==> config.mk <==
export PLATFORM = sky130hd
export DESIGN_NAME = frfcfs_cell
export DESIGN_NICKNAME = d
export VERILOG_FILES = /design/src/hw/rtl/frfcfs_pkg.sv /design/src/hw/rtl/frfcfs_cell.sv
export SDC_FILE = /design/constraint.sdc
export NUM_CORES = 1
export LEC_CHECK = 0
export ABC_CLOCK_PERIOD_IN_PS = 5800
export BUFFER_PORTS_ARGS = -buffer_cell sky130_fd_sc_hd__buf_2
export CAP_MARGIN = 20
export CORE_AREA = 2 2 129 131
export DETAILED_ROUTE_END_ITERATION = 6
export DIE_AREA = 0 0 131 133
export SYNTH_ARGS = -nofsm -noshare
export SYNTH_HDL_FRONTEND = slang
export SYNTH_SLANG_ARGS = --single-unit
==> constraint.sdc <==
create_clock -name clk_i -period 5.8 [get_ports clk_i]
set_input_delay 1.45 -clock clk_i [delete_from_list [all_inputs] [get_ports clk_i]]
set_output_delay 1.45 -clock clk_i [all_outputs]
set_load 0.05 [all_outputs]
==> src/hw/rtl/frfcfs_pkg.sv <==
// Shared types, constants and helpers for the FR-FCFS request scheduler.
// No dependencies; every other file in hw/rtl uses it by scoped name.
package frfcfs_pkg;

  // Queue geometry
  localparam int unsigned QUEUE_DEPTH = 32;
  localparam int unsigned IDX_W       = $clog2(QUEUE_DEPTH);
  localparam int unsigned COUNT_W     = $clog2(QUEUE_DEPTH + 1);
  localparam int unsigned LEAVES      = 1 << IDX_W;
  localparam int unsigned LEVELS      = IDX_W;
  localparam int unsigned CNT_W       = $clog2(LEVELS + 1);

  // Address decode
  localparam int unsigned NUM_BANKS = 8;
  localparam int unsigned BANK_W    = 3;
  localparam int unsigned ROW_W     = 10;
  localparam int unsigned BANK_LSB  = 6;
  localparam int unsigned ROW_LSB   = 13;

  localparam logic [4:0] LAT_HIT  = 5'd10;
  localparam logic [4:0] LAT_MISS = 5'd30;

  // Item kinds
  localparam logic KIND_ENQ   = 1'b0;
  localparam logic KIND_SCHED = 1'b1;

  // Result status codes
  localparam logic [1:0] ST_ENQUEUED = 2'd0;
  localparam logic [1:0] ST_DROPPED  = 2'd1;
  localparam logic [1:0] ST_SERVED   = 2'd2;
  localparam logic [1:0] ST_EMPTY    = 2'd3;

  typedef enum logic {
    S_IDLE,
    S_EXEC
  } state_e;

  // One queued request as held in a cell
  typedef struct packed {
    logic [31:0] addr;
    logic [31:0] data;
    logic [1:0]  req_type;
    logic [31:0] stamp;
    logic        hit;     // row matches its bank's open row
  } entry_t;

  // Broadcast from the controller to every cell
  typedef struct packed {
    logic               load;   // enqueue into the cell at index count
    logic               serve;  // collapse behind sel and refresh hit flags
    logic [COUNT_W-1:0] count;
    logic [IDX_W-1:0]   sel;
    logic [BANK_W-1:0]  bank;
    logic [ROW_W-1:0]   row;
    entry_t             ent;
  } cmd_t;

  // Partial result of the oldest-entry search
  typedef struct packed {
    logic             any_v;
    logic [31:0]      any_stamp;
    logic [IDX_W-1:0] any_idx;
    logic             hit_v;
    logic [31:0]      hit_stamp;
    logic [IDX_W-1:0] hit_idx;
  } node_t;

  function automatic logic [BANK_W-1:0] bank_of(input logic [31:0] a);
    return a[BANK_LSB +: BANK_W];
  endfunction

  function automatic logic [ROW_W-1:0] row_of(input logic [31:0] a);
    return a[ROW_LSB +: ROW_W];
  endfunction

  // Left child holds the lower indices, so it wins ties.
  function automatic node_t merge(input node_t l, input node_t r);
    node_t m;
    m = r;
    if (l.any_v && (!r.any_v || (l.any_stamp <= r.any_stamp))) begin
      m.any_v     = l.any_v;
      m.any_stamp = l.any_stamp;
      m.any_idx   = l.any_idx;
    end
    if (l.hit_v && (!r.hit_v || (l.hit_stamp <= r.hit_stamp))) begin
      m.hit_v     = l.hit_v;
      m.hit_stamp = l.hit_stamp;
      m.hit_idx   = l.hit_idx;
    end
    return m;
  endfunction

endpackage

==> src/hw/rtl/frfcfs_cell.sv <==
// One queue slot of the scheduler: holds a request and shifts toward the head.
// Depends on frfcfs_pkg.
module frfcfs_cell (
  input  logic                            clk_i,
  input  logic [frfcfs_pkg::IDX_W-1:0]    idx_i,
  input  frfcfs_pkg::cmd_t                cmd_i,
  input  frfcfs_pkg::entry_t              nbr_i,
  output frfcfs_pkg::entry_t              ent_o
);

  frfcfs_pkg::entry_t ent_q, ent_d, src;

  always_comb begin
    src   = ent_q;
    ent_d = ent_q;
    if (cmd_i.serve && (idx_i >= cmd_i.sel)) begin
      src = nbr_i;
    end
    if (cmd_i.load && (frfcfs_pkg::COUNT_W'(idx_i) == cmd_i.count)) begin
      ent_d = cmd_i.ent;
    end else if (cmd_i.serve) begin
      ent_d = src;
      // refresh the hit flag for the bank whose open row changes
      if (frfcfs_pkg::bank_of(src.addr) == cmd_i.bank) begin
        ent_d.hit = (frfcfs_pkg::row_of(src.addr) == cmd_i.row);
      end
    end
  end

  always_ff @(posedge clk_i) begin
    ent_q <= ent_d;
  end

  assign ent_o = ent_q;

endmodule

Word level (Yosys, flattened, before mapping) --
Cells that the tools add are included.
Cells by class: reduce and logical (&&, ||, !) cells 7, $lt $le $gt $ge 1, equality and inequality tests 3, muxes and demuxes 4
Operator list (number):
- $mux 99 | 3
- $eq 10x10->1 | 1
- $eq 5x6->1 | 1
- $ge 5x5->1 | 1
- $reduce_and 2->1 | 2
- $reduce_bool 2->1 | 2
- $eq 3x3->1 | 1
- $reduce_bool 3->1 | 1
- $logic_and 1x1->1 | 2
- $mux 1 | 1
Word-level totals: bits in registers 99, output and inout bits 99, word-level logic and storage cells 21

Depth between registers and ports, before layout --
Gate-level depths: netlist (run 1).
word-level depth 7, depth in mapped cells 11, mapped depth without buffers 10

Worst setup path before layout (run 1) --
No wires, ideal clock.
kind input to register, start point in cmd_i[114] in the netlist's numbering, end point reg ent_q (netlist bit ent_o[0]), enable pin, data required time 5546 ps, slack 771 ps, stages 8, setup time 254 ps, path buffers 1, arrival time 4775 ps, cell sequence inv_1 ha_1 a21oi_1 o21ai_2 a41oi_4 buf_2 nand2_1 o21a_1
On the way: longest elaborated chain between the ends 6
RTL lines:
- from (decl) | line frfcfs_cell.sv:6 | input frfcfs_pkg::cmd_t cmd_i,
- $ge 5x5->1 (*) | line frfcfs_cell.sv:16 | if (cmd_i.serve && (idx_i >= cmd_i.sel)) begin
- $logic_and 1x1->1 (*) | line frfcfs_cell.sv:16
- $mux 99 | line frfcfs_cell.sv:16
- $eq 3x3->1 | line frfcfs_cell.sv:24 | if (frfcfs_pkg::bank_of(src.addr) == cmd_i.bank) begin
- $reduce_bool 3->1 (no line) (*)
- $reduce_and 2->1 (no line) (*)
- to (signal assigned) | line frfcfs_cell.sv:31 | ent_q <= ent_d;
- to (decl) | line frfcfs_cell.sv:11 | frfcfs_pkg::entry_t ent_q, ent_d, src;
Every way passes the cells marked *; elsewhere a longest branch is shown, timed or not. The select of a mux whose other input is x is not followed. A chain may end at the register's enable or synchronous reset.

Worst setup path after layout (run 1) --
start point in idx_i[0] in the netlist's numbering, end point reg ent_q (netlist bit ent_o[51]), enable pin
On the way: longest elaborated chain between the ends 4, elaborated cells on any way between the ends 7, those cells by class 1 x order compare; 1 x eq/ne; 5 x reduce/logical
RTL lines:
- from (decl) | line frfcfs_cell.sv:5 | input logic [frfcfs_pkg::IDX_W-1:0] idx_i,
- $ge 5x5->1 or $eq 5x6->1 (tied branches) | line frfcfs_cell.sv:16, frfcfs_cell.sv:19
- $logic_and 1x1->1, on equally long branches | line frfcfs_cell.sv:16, frfcfs_cell.sv:19
- $reduce_bool 2->1 (no line)
- $reduce_and 2->1 (no line) (*)
Every way passes the cells marked *; elsewhere a longest branch is shown, timed or not.

==> results of run 1 <==
final timing paths:
| path | slack (ps) | endpoint | cells after the start |
|---|---|---|---|
| setup / recovery | 1830 | ent_o[51] | 6 |
| hold / removal | 720 | ent_o[88] | 2 |
| setup reg to reg | 4150 | ent_o[0] | 7 |
| hold reg to reg | 720 | ent_o[88] | 2 |
cells in the final DEF (no fill, tap or decap):
master / instances
a22o_1: 85
o21ai_2: 1
nor2b_1: 2
o21a_1: 1
nand2b_1: 2
xnor2_1: 19
edfxtp_1: 99
clkinv_1: 1
xor2_1: 6
buf_2: 328
nor3_2: 1
nor3_4: 1
nor2_1: 13
buf_4: 2
clkbuf_16: 9
bufinv_16: 3
or3_1: 1
nor3_1: 2
inv_1: 5
clkbuf_1: 1
ha_1: 5
inv_6: 2
nor2_4: 1
nand3_1: 1
a21oi_1: 16
buf_12: 1
nand4_1: 4
nand2_1: 3
nor4_1: 1
o211ai_1: 1
a41oi_4: 1
mux2i_1: 13
nand2_4: 1
cell families (layout without fill, tap and decap cells):
group                      Yosys count  after routing  share of synthesized area (%)
AOI/OAI and AO/OA                  105            105                          19.31
DFF                                 99             99                          65.54
and+or+nand+nor                     33             33                          3.641
buffers and inverters               27            352                          2.428
xor gates and xnor gates            25             25                          4.828
muxes                               13             13                          2.869
adders and majority gates            5              5                          1.379
Yosys cell counts (4+ instances only):
library cell	instances
a21oi_1	16
nor2_1	14
inv_1	5
clkbuf_1	13
xnor2_1	19
a22o_1	85
mux2i_1	13
ha_1	5
buf_2	7
xor2_1	6
nand2_1	4
nand4_1	4
edfxtp_1	99
worst register-to-register path, stage by stage (launching register included):
cell and delay (ps):
edfxtp_1 430, xnor2_1 190, nand4_1 120, nor4_1 200
a21oi_1 120, nor3_1 220, nand4_1 110, o211ai_1 100
per-layer routing:
layer / track usage (%) / routed length (um) / vias to the layer above / share of wire, %
li1: - / - / 1869 / -
met1: 17.34 / 5435 / 1822 / 38
met2: 27.66 / 7337 / 193 / 52
met3: 3.437 / 1092 / 24 / 7.7
met4: 6.442 / 307 / 0 / 2.2
met5: 0 / 0 / - / 0
area by class of cell:
cell class,instances,area (um2)
Clock inverter,6,111.4
Tap cell,220,275.3
Inverter,5,18.77
Timing Repair Buffer,331,1677
Clock buffer,10,229.0
Fill cell,1529,9414
Multi-Input combinational cell,181,1474
Sequential cell,99,2973
through the flow:
stage,instances,total power (W),area [um2]
after global placement,836,0.001543,6417
after detailed placement,836,0.001551,6417
after CTS,852,0.002245,6758
after global routing,852,0.002305,6758
after floorplan,307,0.001350,4536
final,852,0.002210,6758
power breakdown:
part | total [W] | leakage, nW | internal, W | switching [W]
registers | 0.000918 | 0.842 | 0.000891 | 0.0000269
logic | 0.000611 | 1.91 | 0.000170 | 0.000441
clock network | 0.000681 | 0.165 | 0.000424 | 0.000257
==> qor.csv, run 1 <==
metric,value,unit
hold_ws,722.6,ps
rsz0062_at_grt,no,
clk_pin_slew,70,ps
synthToLayoutAreaGrowth,48.99,%
ant_nets,0,
port_buffers,328,
clock-sinks,99,
post_synth.cell_area_avg,14.77,um2
post-route-period-util,68.39,%
netlist_area,4536,um2
cp_num_buf_inv,2,
leakage,2.917,nW
fmax,252.1,MHz
dp_hpwl,10850,um
crit_path_start_kind,input pin,
crit_required,5770,ps
crit_start,idx_i[0],
cts.path.max_buffers,2,
finalSetupViolations,0,
cp_slowest_stage_delay,770,ps
worst_pin_slew,1065,ps
synthFlopType,edfxtp_1,
grt_pass1_vias,4043,
die_x,131,um
postCtsSetupBuffers,0,
endpoint_kind,flip-flop,
cts_root_buf,clkbuf_16,
path_cells,buf_2 > xnor2_1 > nand4_1 > or3_1 > nand2_4 > buf_4,
htree_levels,3,
wl_per_cell,16.63,um
drt_first_iter_violations,196,
synth-seq-cells,99,
clk_latency,340,ps
postCtsHoldBufs,0,
cts_made_buffers,9,
via_per_inst,4.587,
grt.overflow.total,0,
initial_core_util,28.05,%
fin_util,41.79,%
ir_drop,0.1288,mV
die_area,17420,um2
synth_nets,542,
slew_viol_final,0,
yosys.area.top_type,edfxtp_1,
critPathSlowestCell,or3_1,
ys_warn_count,0,
setup_tns,0,ps
core,16170,um2
largest_reg_flops,99,
synth_cells,307,
synth.area.top_cells,"edfxtp_1 (66%), a22o_1 (16%), xnor2_1 (3.7%), mux2i_1 (2.9%), a21oi_1 (1.8%)",
finalHoldViolCount,0,
nets,862,
track_usage,15.41,%
synth_edf_count,99,
synth_top_area_share,65.54,%
drcViolationCount,0,
grt_max_degree,88,
diodes,0,
hold_path.class,flip-flop to flip-flop,
grt_pass1_wl,20490,um
pre_cts_slack,1426,ps
cts_tree,done,
p_per_area,327.0,nW/um2
ios,329,
fin_crit,3967,ps
status,"finished, final reports clean",
min-delay-start,ent_o[88],
wirelength,14170,um
synthArstFlopShare,0,%
place_congestion,0.8990,
row_count,47,
relSlewSlack,28.83,%
path_class,input pin to flip-flop,
arrival,3940,ps
vias,3908,
ys_types,25,
ys_seq_area_share,65.54,%
cts_resized,0,
first_pass_iters,4,
fin_skew,7.405,ps
critPathMaxFanout,51,
drive_gt1_share,55.54,%
finalWorstSetupSlack,1833,ps
die_h,133,um
grt_antenna_before_repair,0,
maxCapViolations,0,
reg2reg_from,ent_o[83],
critPathTopFamily,simple AND/OR/NAND/NOR gates,
Power figures use the tool's default switching activity.
==> run 2, diff against run 1 <==
Settings changed: ABC_AREA from default to 1, ABC_CLOCK_PERIOD_IN_PS 5800 to 3650, CORE_AREA 2 2 129 131 to 2 2 127 129, DIE_AREA 0 0 131 133 to 0 0 129 131, PLACE_DENSITY from default to 0.66.
Clock period 5.8 ns to 3.65 ns, I/O delays scaled along.
==> run 2 against run 1 <==
  * Global-route usage increased by 2.8 points
  * First-iteration DRC count increased by 42%
  * Register-to-register slack got worse by 1800 ps
  * Die area decreased by 3.0%
  * Non-clock buffer count increased by 5
  * Clock skew decreased by 1.9 ps
  * Clock power increased by 30%
  * Sequential share of layout area decreased by 3.2 points
  * Sequential cell count unchanged
  * Critical path depth increased by 6
  * Core utilization increased by 5.0 points
  * Sequential power increased by 58%
==> qor.csv, run 2 <==
metric,value,unit
postCtsSetupBuffers,0,
ios,329,
ys_warn_count,0,
clock-sinks,99,
critPathMaxFanout,21,
synth_top_area_share,57.13,%
diodes,0,
timing.critical_path.mode_cell,nand2_1,
p_int,0.002136,W
arrival,2870,ps
reg2reg_from,ent_o[75],
via_per_inst,4.672,
cts_resized,0,
path_cells,buf_2 > ha_1 > a21oi_2 > nand3_4 > nand2_4 > nand2_1 > nand2_1 > nand2_1 > nand2_1 > nand3_2 > a21oi_1 > a21oi_1,
fin_skew,5.464,ps
reg2reg_to,ent_o[0],
rsz0062_at_grt,no,
drt_first_iter_violations,278,
worst_pin_slew,532.3,ps
die_h,131,um
netlist_area,5204,um2
initial_core_util,33.36,%
relSlewSlack,64.51,%
postCtsHoldBufs,0,
fmax,360.3,MHz
row_count,46,
nets,1117,
endpoint_kind,flip-flop,
synthArstFlopShare,0,%
reg2reg_slack,2390,ps
ir_drop,0.2301,mV
critPathSlowestCell,nand2_4,
comb_power_share,30.0,%
vias,5149,
final_cell_mix,"buf_2 (328), nand2_1 (219), nand3_1 (111), edfxtp_1 (99), inv_1 (29)",
crit_start,idx_i[4],
ys_types,28,
largest_reg_flops,99,
place_area,7024,um2
synthToLayoutAreaGrowth,40.13,%
leakage,3.525,nW
synth.area.top_cells,"edfxtp_1 (57%), nand2_1 (16%), nand3_1 (11%), inv_1 (2.1%), a31oi_1 (1.7%)",
ys_seq_area_share,57.13,%
clk_pin_slew,70,ps
fin_crit,2775,ps
reg2reg_depth,6,
endpoint,ent_o[0],
cts_made_buffers,9,
synth_edf_count,99,
hold_path.class,flip-flop to flip-flop,
fin_area,7292,um2
die_x,129,um
power.switching,0.001202,W
p_per_area,457.8,nW/um2
slew_viol_final,0,
cp_slowest_stage_delay,380,ps
track_usage,18.20,%
dp_hpwl,12200,um
post-route-period-util,76.04,%
finalSetupViolations,0,
path_class,input pin to flip-flop,
wl_per_cell,14.84,um
grt.overflow.total,0,
drcViolationCount,0,
crit_required,3740,ps
cts_root_buf,clkbuf_16,
synth_nets,805,
maxCapViolations,0,
yosysMostFrequentCell,nand2_1,
grt_antenna_before_repair,0,
finalHoldViolCount,0,
grt_pass1_wl,23650,um
grt_max_degree,86,
crit_path_start_kind,input pin,
final_common_cell,buf_2,
synth-seq-cells,99,
synthFlopType,edfxtp_1,
drive_gt1_share,42.21,%
port_buffers,328,
power_frac_clock,26.6,%
htree_levels,3,
grt_pass1_vias,4690,
core,15600,um2
status,"finished, final reports clean",
cts.path.max_buffers,2,
synth.top_cells.by_count,"nand2_1 (220), nand3_1 (111), edfxtp_1 (99)",
yosys.area.top_type,edfxtp_1,
die_area,16900,um2
place_congestion,0.8215,
wirelength,16360,um
first_pass_iters,4,
ant_nets,0,
synth_cells,570,
post_synth.cell_area_avg,9.129,um2
cts_tree,done,
setup_tns,0,ps
sequentialPowerShare,43.4,%
swShare,36.01,%
clk_latency,340,ps
[run 2: cell types whose count changed after synthesis, sizes merged, moves of 13 or more]
| cell | before | now |
|---|---|---|
| buf | 9 | 25 |
| a31oi | 0 | 14 |
| inv | 5 | 31 |
| nand2 | 4 | 234 |
| a22o | 85 | 0 |
| mux2i | 13 | 0 |
| xnor2 | 19 | 0 |
| nand3 | 1 | 114 |
[run 2: layout make-up]
cell class	instances	area [um2]
clock buffers	10	229.0
inverters	31	116.4
fillers	1555	8305
well taps	216	270.3
flip-flops and latches	99	2973
multi-input cells	405	1913
clock inverters	5	38.79
repair buffers	336	1752
[run 2: how the worst min path moves through the flow]
| stage | end | depth (start not counted) | startpoint |
|---|---|---|---|
| 3_5_place_dp | ent_o[84] | 2 | ent_o[84] |
| 6_report | ent_o[85] | 2 | ent_o[85] |
| 5_1_grt | ent_o[74] | 2 | ent_o[74] |
| 4_1_cts | ent_o[84] | 2 | ent_o[84] |
| 3_3_place_gp | ent_o[85] | 2 | ent_o[85] |
| 2_1_floorplan | ent_o[73] | 2 | ent_o[73] |
[run 2: power by group through the flow]
stage	Combinational, W	Clock [W]	Sequential (W)
floorplan	0.000242	0	0.00194
global placement	0.00101	0	0.00147
detailed placement	0.00101	0	0.00148
CTS	0.00101	0.000918	0.00145
global route	0.00107	0.000959	0.00146
finish	0.00100	0.000887	0.00145
[run 2: critical path: cells and delay by family]
kind	cells	cell delay [ps]
simple gates	7	1070
compound gates	3	440
fa+ha+maj	1	320
buf+inv	1	110
[run 2: routing by layer]
metal | GRT usage [%] | vias to the layer above | part of all wire, % | routed length, um
met1 | 21.75 | 2358 | 40 | 6546
met2 | 31.90 | 225 | 51 | 8367
met5 | 0 | - | 0 | 0
met4 | 6.969 | 0 | 1.8 | 292
met3 | 4.357 | 22 | 7.0 | 1152
li1 | - | 2544 | - | -
[run 2: kinds of logic after synthesis]
| kind of cell | after synthesis | synth area share (%) |
|---|---|---|
| AO/OA/AOI/OAI | 22 | 2.789 |
| buffers and inverters | 66 | 6.396 |
| AND/OR/NAND/NOR | 377 | 32.32 |
| XOR/XNOR | 1 | 0.1683 |
| adder cells (fa/ha/maj) | 5 | 1.202 |
| flip-flops | 99 | 57.13 |
[run 2: metrics by stage]
step | std cells | util (%) | hold slack, ps | power, W | setup slack (ps)
after floorplan | 570 | - | 996.7 | 0.002179 | 331.8
after global placement | 1087 | 45.03 | 675.4 | 0.002476 | 596.5
after detailed placement | 1087 | 45.03 | 697.8 | 0.002486 | 515.0
after CTS | 1102 | 46.75 | 719.9 | 0.003381 | 879.5
after global routing | 1102 | 46.75 | 765.7 | 0.003492 | 662.3
final | 1102 | 46.75 | 720.7 | 0.003338 | 874.6
